[config.mk]
export PLATFORM = sky130hd
export DESIGN_NAME = scancode_to_ascii_fifo
export DESIGN_NICKNAME = d
export VERILOG_FILES = /design/src/hdl/sc2a_pkg.sv /design/src/hdl/scancode_to_ascii_fifo.sv /design/src/hdl/sc2a_ram.sv /design/src/hdl/sc2a_fifo_ctrl.sv
export SDC_FILE = /design/constraint.sdc
export NUM_CORES = 1
export LEC_CHECK = 0
export BUFFER_PORTS_ARGS = -buffer_cell sky130_fd_sc_hd__buf_2
export CAP_MARGIN = 20
export CORE_MARGIN = 10
export CORE_UTILIZATION = 33
export DETAILED_ROUTE_END_ITERATION = 10
export GPL_TIMING_DRIVEN = 0
export PLACE_DENSITY = 0.49
export SKIP_LAST_GASP = 1
export SLEW_MARGIN = 0
export SYNTH_ARGS = -nofsm -noshare
export SYNTH_HDL_FRONTEND = slang
export SYNTH_SLANG_ARGS = --single-unit
[constraint.sdc]
create_clock -name i_clk -period 16.7 [get_ports i_clk]
set_input_delay 1.67 -clock i_clk [delete_from_list [all_inputs] [get_ports i_clk]]
set_output_delay 1.67 -clock i_clk [all_outputs]
set_load 0.02 [all_outputs]
[src/hdl/sc2a_pkg.sv]
package sc2a_pkg;

    // fifo geometry
    localparam int DEPTH  = 128;
    localparam int PTR_W  = $clog2(DEPTH);
    localparam int CHAR_W = 7;
    localparam int FILL_W = 7;
    localparam int CMP_W  = ((PTR_W + 1) > (FILL_W + 1)) ? (PTR_W + 1) : (FILL_W + 1);

    localparam logic [FILL_W-1:0] FILL_MAX = '1;

    // scancode set 1 codes
    localparam logic [7:0] SC_NONE       = 8'h00;
    localparam logic [7:0] SC_EXT        = 8'he0;
    localparam logic [7:0] SC_LSHIFT_MK  = 8'h2a;
    localparam logic [7:0] SC_RSHIFT_MK  = 8'h36;
    localparam logic [7:0] SC_LSHIFT_BRK = 8'haa;
    localparam logic [7:0] SC_RSHIFT_BRK = 8'hb6;
    localparam logic [7:0] SC_BREAK_MASK = 8'h80;

    // us keymap, unlisted codes are unmapped
    localparam logic [CHAR_W-1:0] KEYMAP_PLAIN [0:127] = '{
        1: 7'h1b, 2: 7'h31, 3: 7'h32, 4: 7'h33, 5: 7'h34, 6: 7'h35, 7: 7'h36,
        8: 7'h37, 9: 7'h38, 10: 7'h39, 11: 7'h30, 12: 7'h2d, 13: 7'h3d, 14: 7'h08,
        15: 7'h09, 16: 7'h71, 17: 7'h77, 18: 7'h65, 19: 7'h72, 20: 7'h74, 21: 7'h79,
        22: 7'h75, 23: 7'h69, 24: 7'h6f, 25: 7'h70, 26: 7'h5b, 27: 7'h5d, 28: 7'h0d,
        30: 7'h61, 31: 7'h73, 32: 7'h64, 33: 7'h66, 34: 7'h67, 35: 7'h68, 36: 7'h6a,
        37: 7'h6b, 38: 7'h6c, 39: 7'h3b, 40: 7'h27, 41: 7'h60, 43: 7'h5c, 44: 7'h7a,
        45: 7'h78, 46: 7'h63, 47: 7'h76, 48: 7'h62, 49: 7'h6e, 50: 7'h6d, 51: 7'h2c,
        52: 7'h2e, 53: 7'h2f, 55: 7'h2a, 57: 7'h20,
        default: 7'h00
    };

    localparam logic [CHAR_W-1:0] KEYMAP_UPPER [0:127] = '{
        1: 7'h1b, 2: 7'h21, 3: 7'h40, 4: 7'h23, 5: 7'h24, 6: 7'h25, 7: 7'h5e,
        8: 7'h26, 9: 7'h2a, 10: 7'h28, 11: 7'h29, 12: 7'h5f, 13: 7'h2b, 14: 7'h08,
        15: 7'h09, 16: 7'h51, 17: 7'h57, 18: 7'h45, 19: 7'h52, 20: 7'h54, 21: 7'h59,
        22: 7'h55, 23: 7'h49, 24: 7'h4f, 25: 7'h50, 26: 7'h7b, 27: 7'h7d, 28: 7'h0d,
        30: 7'h41, 31: 7'h53, 32: 7'h44, 33: 7'h46, 34: 7'h47, 35: 7'h48, 36: 7'h4a,
        37: 7'h4b, 38: 7'h4c, 39: 7'h3a, 40: 7'h22, 41: 7'h7e, 43: 7'h7c, 44: 7'h5a,
        45: 7'h58, 46: 7'h43, 47: 7'h56, 48: 7'h42, 49: 7'h4e, 50: 7'h4d, 51: 7'h3c,
        52: 7'h3e, 53: 7'h3f, 55: 7'h2a, 57: 7'h20,
        default: 7'h00
    };

    // request from the decoder to the fifo control
    typedef struct packed {
        logic              push;
        logic              pop;
        logic [CHAR_W-1:0] ch;
    } t_fifo_req;

    // outcome of one beat at the fifo
    typedef struct packed {
        logic              pop_ok;
        logic              drop;
        logic [FILL_W-1:0] fill;
    } t_fifo_status;

endpackage

[src/hdl/scancode_to_ascii_fifo.sv]
// scancode set 1 to ascii translator with a character fifo
//
// input channel (i_in_valid / o_in_ready): each beat is either a raw
// scancode byte (i_mode 0) or a read request (i_mode 1). shift make/break
// codes update the shift flag, other make codes are translated through the
// us keymap, a mapped character is queued; a read pops the oldest one.
// output channel (o_out_valid / i_out_ready): exactly one result beat per
// input beat, in order: char_ready/char_out for reads, dropped when the
// fifo was full, and the shift flag and fill level after the item.
// after an input accept the beat passes the middle stage, then the output
// register, before o_out_valid rises; throughput is one item per cycle
// while the receiver does not stall, set by the pointer update and the
// one write or one read of the character memory per beat.
// the memory read is registered, so a popped character lands in a middle
// stage and is taken into the output register when that stage moves on.
// reset clears the pointers, the shift flag and both valid stages; memory
// contents are left as they are. when the receiver stalls the output holds
// and the middle stage still takes one more beat before o_in_ready drops.
module scancode_to_ascii_fifo (
    input  logic                        i_clk,
    input  logic                        i_rst_n,
    input  logic                        i_in_valid,
    output logic                        o_in_ready,
    input  logic                        i_mode,
    input  logic [7:0]                  i_scancode,
    output logic                        o_out_valid,
    input  logic                        i_out_ready,
    output logic                        o_char_ready,
    output logic [sc2a_pkg::CHAR_W-1:0] o_char_out,
    output logic                        o_dropped,
    output logic                        o_shift_active,
    output logic [sc2a_pkg::FILL_W-1:0] o_fill_level
);

    logic                         accept;
    logic                         s1_adv;
    logic                         shift_set;
    logic                         shift_clr;
    logic                         is_make;
    logic [sc2a_pkg::CHAR_W-1:0]  ch;
    sc2a_pkg::t_fifo_req          req;
    sc2a_pkg::t_fifo_status       status;
    logic [sc2a_pkg::CHAR_W-1:0]  rdata;

    // shift flag
    logic r_shift;
    logic n_shift;

    // middle stage: result fields waiting for the memory read data
    logic                         r_s1_valid;
    logic                         r_s1_char_ready;
    logic                         r_s1_dropped;
    logic                         r_s1_shift;
    logic [sc2a_pkg::FILL_W-1:0]  r_s1_fill;

    // output register
    logic                         r_out_valid;
    logic                         r_out_char_ready;
    logic [sc2a_pkg::CHAR_W-1:0]  r_out_char;
    logic                         r_out_dropped;
    logic                         r_out_shift;
    logic [sc2a_pkg::FILL_W-1:0]  r_out_fill;

    // handshake: middle stage moves on when the output register is free
    assign s1_adv     = r_s1_valid && (!r_out_valid || i_out_ready);
    assign o_in_ready = !r_s1_valid || s1_adv;
    assign accept     = i_in_valid && o_in_ready;

    // decode of the scancode byte
    assign shift_set = !i_mode && (i_scancode == sc2a_pkg::SC_LSHIFT_MK ||
                                   i_scancode == sc2a_pkg::SC_RSHIFT_MK);
    assign shift_clr = !i_mode && (i_scancode == sc2a_pkg::SC_LSHIFT_BRK ||
                                   i_scancode == sc2a_pkg::SC_RSHIFT_BRK);
    // break codes and the extended prefix are ignored, as is the null byte
    assign is_make   = !i_mode && ((i_scancode & sc2a_pkg::SC_BREAK_MASK) == 8'h00) &&
                       i_scancode != sc2a_pkg::SC_NONE && i_scancode != sc2a_pkg::SC_EXT &&
                       !shift_set;

    assign ch = r_shift ? sc2a_pkg::KEYMAP_UPPER[i_scancode[6:0]]
                        : sc2a_pkg::KEYMAP_PLAIN[i_scancode[6:0]];

    assign req.push = is_make && (ch != '0);
    assign req.pop  = i_mode;
    assign req.ch   = ch;

    always_comb begin
        n_shift = r_shift;
        if (accept && shift_set) begin
            n_shift = 1'b1;
        end else if (accept && shift_clr) begin
            n_shift = 1'b0;
        end
    end

    sc2a_fifo_ctrl u_fifo (
        .i_clk    (i_clk),
        .i_rst_n  (i_rst_n),
        .i_accept (accept),
        .i_req    (req),
        .o_status (status),
        .o_rdata  (rdata)
    );

    always_ff @(posedge i_clk) begin
        if (!i_rst_n) begin
            r_shift     <= 1'b0;
            r_s1_valid  <= 1'b0;
            r_out_valid <= 1'b0;
        end else begin
            r_shift <= n_shift;
            if (o_in_ready) begin
                r_s1_valid <= accept;
            end
            if (!r_out_valid || i_out_ready) begin
                r_out_valid <= r_s1_valid;
            end
        end
    end

    // payload registers
    always_ff @(posedge i_clk) begin
        if (accept) begin
            r_s1_char_ready <= status.pop_ok;
            r_s1_dropped    <= status.drop;
            r_s1_shift      <= n_shift;
            r_s1_fill       <= status.fill;
        end
        if (s1_adv) begin
            r_out_char_ready <= r_s1_char_ready;
            r_out_char       <= r_s1_char_ready ? rdata : '0;
            r_out_dropped    <= r_s1_dropped;
            r_out_shift      <= r_s1_shift;
            r_out_fill       <= r_s1_fill;
        end
    end

    assign o_out_valid    = r_out_valid;
    assign o_char_ready   = r_out_char_ready;
    assign o_char_out     = r_out_char;
    assign o_dropped      = r_out_dropped;
    assign o_shift_active = r_out_shift;
    assign o_fill_level   = r_out_fill;

    // a beat cannot both pop a character and drop one
    a_pop_xor_drop: assert property (@(posedge i_clk) disable iff (!i_rst_n)
        r_s1_valid |-> !(r_s1_char_ready && r_s1_dropped))
        else $error("pop and drop in the same beat");

    // no character shown unless a read returned one
    a_char_zero: assert property (@(posedge i_clk) disable iff (!i_rst_n)
        (r_out_valid && !r_out_char_ready) |-> (r_out_char == '0))
        else $error("char_out nonzero without char_ready");

    // a stalled middle stage keeps its beat
    a_s1_hold: assert property (@(posedge i_clk) disable iff (!i_rst_n)
        (r_s1_valid && !s1_adv) |=> r_s1_valid)
        else $error("middle stage beat lost");

    // input is never taken while the middle stage is stuck
    a_no_overrun: assert property (@(posedge i_clk) disable iff (!i_rst_n)
        (r_s1_valid && r_out_valid && !i_out_ready) |-> !o_in_ready)
        else $error("input accepted into a full pipeline");

endmodule

[src/hdl/sc2a_ram.sv]
module sc2a_ram #(
    parameter int WIDTH = 7,
    parameter int DEPTH = 128
) (
    input  logic                     i_clk,
    input  logic                     i_we,
    input  logic [$clog2(DEPTH)-1:0] i_waddr,
    input  logic [WIDTH-1:0]         i_wdata,
    input  logic                     i_re,
    input  logic [$clog2(DEPTH)-1:0] i_raddr,
    output logic [WIDTH-1:0]         o_rdata
);

    logic [WIDTH-1:0] r_mem [0:DEPTH-1];
    logic [WIDTH-1:0] r_rdata;

    always_ff @(posedge i_clk) begin
        if (i_we) begin
            r_mem[i_waddr] <= i_wdata;
        end
        if (i_re) begin
            r_rdata <= r_mem[i_raddr];
        end
    end

    assign o_rdata = r_rdata;

endmodule

[src/hdl/sc2a_fifo_ctrl.sv]
module sc2a_fifo_ctrl (
    input  logic                       i_clk,
    input  logic                       i_rst_n,
    input  logic                       i_accept,
    input  sc2a_pkg::t_fifo_req        i_req,
    output sc2a_pkg::t_fifo_status     o_status,
    output logic [sc2a_pkg::CHAR_W-1:0] o_rdata
);

    logic [sc2a_pkg::PTR_W-1:0] r_wp;
    logic [sc2a_pkg::PTR_W-1:0] r_rp;
    logic [sc2a_pkg::PTR_W-1:0] n_wp;
    logic [sc2a_pkg::PTR_W-1:0] n_rp;
    logic [sc2a_pkg::PTR_W-1:0] wp_inc;
    logic [sc2a_pkg::PTR_W-1:0] rp_inc;
    logic                       empty;
    logic                       full;
    logic                       do_push;
    logic                       do_pop;
    logic [sc2a_pkg::CMP_W-1:0] diff;

    // wrap at depth, which need not be a power of two
    assign wp_inc = (r_wp == sc2a_pkg::PTR_W'(sc2a_pkg::DEPTH - 1)) ? '0 : r_wp + 1'b1;
    assign rp_inc = (r_rp == sc2a_pkg::PTR_W'(sc2a_pkg::DEPTH - 1)) ? '0 : r_rp + 1'b1;
    assign empty  = (r_wp == r_rp);
    assign full   = (wp_inc == r_rp);

    assign do_push = i_accept && i_req.push && !full;
    assign do_pop  = i_accept && i_req.pop && !empty;

    assign n_wp = do_push ? wp_inc : r_wp;
    assign n_rp = do_pop  ? rp_inc : r_rp;

    always_ff @(posedge i_clk) begin
        if (!i_rst_n) begin
            r_wp <= '0;
            r_rp <= '0;
        end else begin
            r_wp <= n_wp;
            r_rp <= n_rp;
        end
    end

    // occupancy after this beat, saturated to the field width
    always_comb begin
        diff = sc2a_pkg::CMP_W'(n_wp) - sc2a_pkg::CMP_W'(n_rp);
        if (n_wp < n_rp) begin
            diff = diff + sc2a_pkg::CMP_W'(sc2a_pkg::DEPTH);
        end
    end

    assign o_status.pop_ok = i_req.pop && !empty;
    assign o_status.drop   = i_req.push && full;
    assign o_status.fill   = (diff > sc2a_pkg::CMP_W'(sc2a_pkg::FILL_MAX)) ?
                             sc2a_pkg::FILL_MAX : diff[sc2a_pkg::FILL_W-1:0];

    sc2a_ram #(
        .WIDTH (sc2a_pkg::CHAR_W),
        .DEPTH (sc2a_pkg::DEPTH)
    ) u_store (
        .i_clk   (i_clk),
        .i_we    (do_push),
        .i_waddr (r_wp),
        .i_wdata (i_req.ch),
        .i_re    (do_pop),
        .i_raddr (r_rp),
        .o_rdata (o_rdata)
    );

endmodule

==> results.yml <==
worst_hold_path:
  hold_path_class: "flip-flop to flip-flop"
  min_to: "o_fill_level[4]"
  worstHoldStart: "r_s1_fill[4]"
  hold_depth: 0
layout:
  nFillCells: 10500
  drive_gt1_share_pct: 30.6
  fin_util_pct: 39.1
  syn_to_final_growth_pct: 17.4
  fin_nets: 2136
  fin_cells: 3708
clock_tree:
  cts_max_level: 3
  worstSkewPairLatency_ps: 690
  cts_root_buf: "clkbuf_16"
  cts_hold_buffers: 0
  cts_buffers: 101
  clkTransAtPathRegs_ps: 60
  ctsResizeCount: 0
  cts_setup_buffers: 0
  cts_sinks: 947
  cts_tree: "done"
  cts_buffer_depth: 3
timing:
  skew_ps: 47.1
  fin_crit_sh_pct: 42.8
  tightest_slew_ps: 1270
  max_freq_mhz: 140
  rsz0062_at_grt: "no"
  slew_viol_final: 0
  timing.hold.ws_ps: 416
  min_period_ps: 7160
  relSlewSlack_pct: 15.3
  setup_violations: 0
  hold_viol: 0
die:
  ios: 32
  core.rowCount: 125
  dieArea_um2: 131000
  die_w_um: 362
  die_h_um: 362
  start_util_pct: 33.3
  core_um2: 116000
status:
  status: "complete, no violations"
route:
  drt_iter0_markers: 1995
  drc_errors: 0
  antenna_left: 0
  wl_per_cell_um: 29.6
  routed_via_density: 5.40
  routed_wl_mm: 110
  dr.pass1.iters: 5
  num_vias: 20000
setup_path:
  r2r_slack_ps: 11470
  crit_path_max_fanout: 12
  worstSetupPathType: "input port to flip-flop"
  rr_startpoint: "u_fifo.r_wp[1]"
  critPathCaptureType: "flip-flop"
  rr_worst_depth: 19
  crit_arrival_ps: 7550
  startpoint: "i_scancode[1]"
  worstReg2RegEnd: "r_s1_fill[6]"
  cp-start-kind: "input port"
  crit_required_ps: 17100
yosys:
  yosysTopAreaCellShare_pct: 72.2
  async_flop_share_pct: 0
  synth_warnings: 0
  yosysUniqueCellTypes: 71
  synthDominantAreaCellType: "edfxtp_1"
  synth_flop_cell: "edfxtp_1"
  synthCells: 1876
  synth_area_leaders: "edfxtp_1 (72%), mux4_2 (17%), nor4_1 (0.89%)"
  ys_ff_latch: 947
  syn_nets: 1913
  syn-cell-area_um2: 38700
  avgSynthCellArea_um2: 20.6
  synth_edf_count: 930
  yosysSeqAreaShare_pct: 73.0
global_route:
  grt_pass1_vias: 20600
  antenna_found_initial: 6
  overflow: 0
  grt_max_degree: 90
  track_usage_pct: 16.5
  grt_pass1_wl_mm: 156
power:
  ir_worst_vdd_uv: 90.6
  p_clk_share_pct: 43.1
  internal_power_w: 0.00397
  combPwrFrac_pct: 4.5
  p_switching_w: 0.00109
  leakage_nw: 13.9
  power_density_nw_per_um2: 111
  pwr-share-seq_pct: 52.3
  switching_share_pct: 21.5
placed_design:
  globalplace.congestion: 0.829
  portBuffers: 28
  dp.cells: 3510
  dpl.hpwl_mm: 76.8
flow_run:
  max_cap_viol_count: 0
-- layer usage --
metal  up-vias  track usage [%]  part of all wire, %
met2       694             27.3                   49
met3       151             2.98                  6.0
met4         2             4.40                  2.6
li1       8322                -                    -
met5         -                0                0.016
met1     10900             22.4                   43
-- metrics by stage --
| step | total power (W) | worst slack [ps] | area, um^2 | TNS (ps) |
|---|---|---|---|---|
| 3_3_place_gp | 0.00292 | -2960 | 40700 | -2272690 |
| 5_1_grt | 0.00520 | 9280 | 45400 | 0 |
| 6_report | 0.00505 | 9540 | 45400 | 0 |
| 3_5_place_dp | 0.00293 | 9040 | 42100 | 0 |
| 2_1_floorplan | 0.00282 | 5350 | 38700 | 0 |
| 4_1_cts | 0.00510 | 9680 | 45300 | 0 |
-- flip-flops by register name (all words and copies together), names as in the netlist --
name / cells
o_dropped: 1
o_char_ready: 1
r_s1_valid: 1
r_s1_shift: 1
r_s1_fill: 7
r_shift: 1
o_out_valid: 1
o_char_out: 7
u_fifo.u_store.o_rdata: 7
o_fill_level: 7
u_fifo.r_wp: 7
r_s1_dropped: 1
u_fifo.r_rp: 7
u_fifo.u_store.r_mem: 896
r_s1_char_ready: 1
o_shift_active: 1
-- how the worst max path moves through the flow --
| stage | endpoint | slack (ps) | depth (start not counted) |
|---|---|---|---|
| after floorplan | r_s1_fill[4] | 5350 | 20 |
| after global placement | u_fifo.u_store.r_mem[43][6] | -2960 | 14 |
| after detailed placement | r_s1_fill[6] | 9040 | 21 |
| after CTS | r_s1_fill[4] | 9680 | 20 |
| after global routing | r_s1_fill[4] | 9280 | 20 |
| final | r_s1_fill[6] | 9540 | 21 |
-- synth_stat cells (3+ instances only) --
cell	number
nand3_1	20
o221ai_1	4
a21o_1	6
inv_1	28
a311oi_1	5
buf_1	24
o311ai_0	3
mux2i_1	13
nor4_1	55
a31oi_1	7
or3_1	6
and2_1	15
nand2b_1	13
or2_2	4
a211oi_1	3
and4_1	8
nor3_1	6
buf_6	3
and3b_1	3
nand4_1	5
a21oi_1	17
xnor2_1	12
dfxtp_1	17
nor3b_1	16
clkbuf_1	74
edfxtp_1	930
o21ai_0	11
ha_1	23
mux4_2	297
or4_1	3
o211ai_1	3
nor2_1	88
nand2_1	39
nor2b_1	11
and3_1	15
buf_2	23
mux2_2	10
o21a_1	5
xor2_1	9
-- cell type report --
type / instances / area, um^2 / area share [%]
inverter: 31 / 121 / 0.267
tap: 1524 / 1910 / 4.20
multi-input combinational: 772 / 10100 / 22.3
buffer: 126 / 533 / 1.17
antenna: 1 / 2.50 / 0.00551
clock buffer: 122 / 2630 / 5.78
timing repair buffer: 120 / 1260 / 2.78
sequential: 947 / 28300 / 62.2
clock inverter: 65 / 579 / 1.27
-- critical path, stage by stage --
cell and delay, ps:
buf_2 180, buf_2 220, inv_1 330, ha_1 380, inv_1 110, mux4_2 530
a2111oi_0 830, a311oi_4 280, a21oi_1 290, a21bo_2 310, or3_1 140, clkbuf_1 850
a21oi_1 190, ha_1 370, a21oi_1 170, nor2b_1 80, nor2_1 150, inv_1 70
a21oi_1 170, xor2_1 160, nand2_1 60
-- cell families after synthesis --
family | Yosys count | synth area share, %
flip-flops | 947 | 73.0
multiplexers | 320 | 17.9
AND/OR/NAND/NOR | 315 | 4.38
buffers and inverters | 157 | 1.67
AO/OA/AOI/OAI | 92 | 1.73
adder cells (fa/ha/maj) | 24 | 0.795
XOR/XNOR | 21 | 0.475
-- layout by cell type, fill, tap and decap left out, types with 23 or more instances in the layout --
master | Yosys | layout
edfxtp_1 | 930 | 930
mux4_2 | 297 | 297
clkbuf_16 | 0 | 102
clkbuf_1 | 74 | 94
nor2_1 | 88 | 87
buf_2 | 23 | 59
nor4_2 | 0 | 49
buf_4 | 2 | 42
nand2_1 | 39 | 39
buf_8 | 0 | 27
inv_1 | 28 | 26
clkinv_1 | 1 | 25
buf_1 | 24 | 23
ha_1 | 23 | 23
-- power groups by stage --
| stage | clock network [W] | logic, W | registers [W] |
|---|---|---|---|
| 2_1_floorplan | 0 | 0.000116 | 0.00271 |
| 3_3_place_gp | 0 | 0.000199 | 0.00272 |
| 3_5_place_dp | 0 | 0.000231 | 0.00270 |
| 4_1_cts | 0.00222 | 0.000231 | 0.00264 |
| 5_1_grt | 0.00231 | 0.000246 | 0.00264 |
| 6_report | 0.00218 | 0.000229 | 0.00264 |
Note: power is estimated with default switching activity, not from simulation.
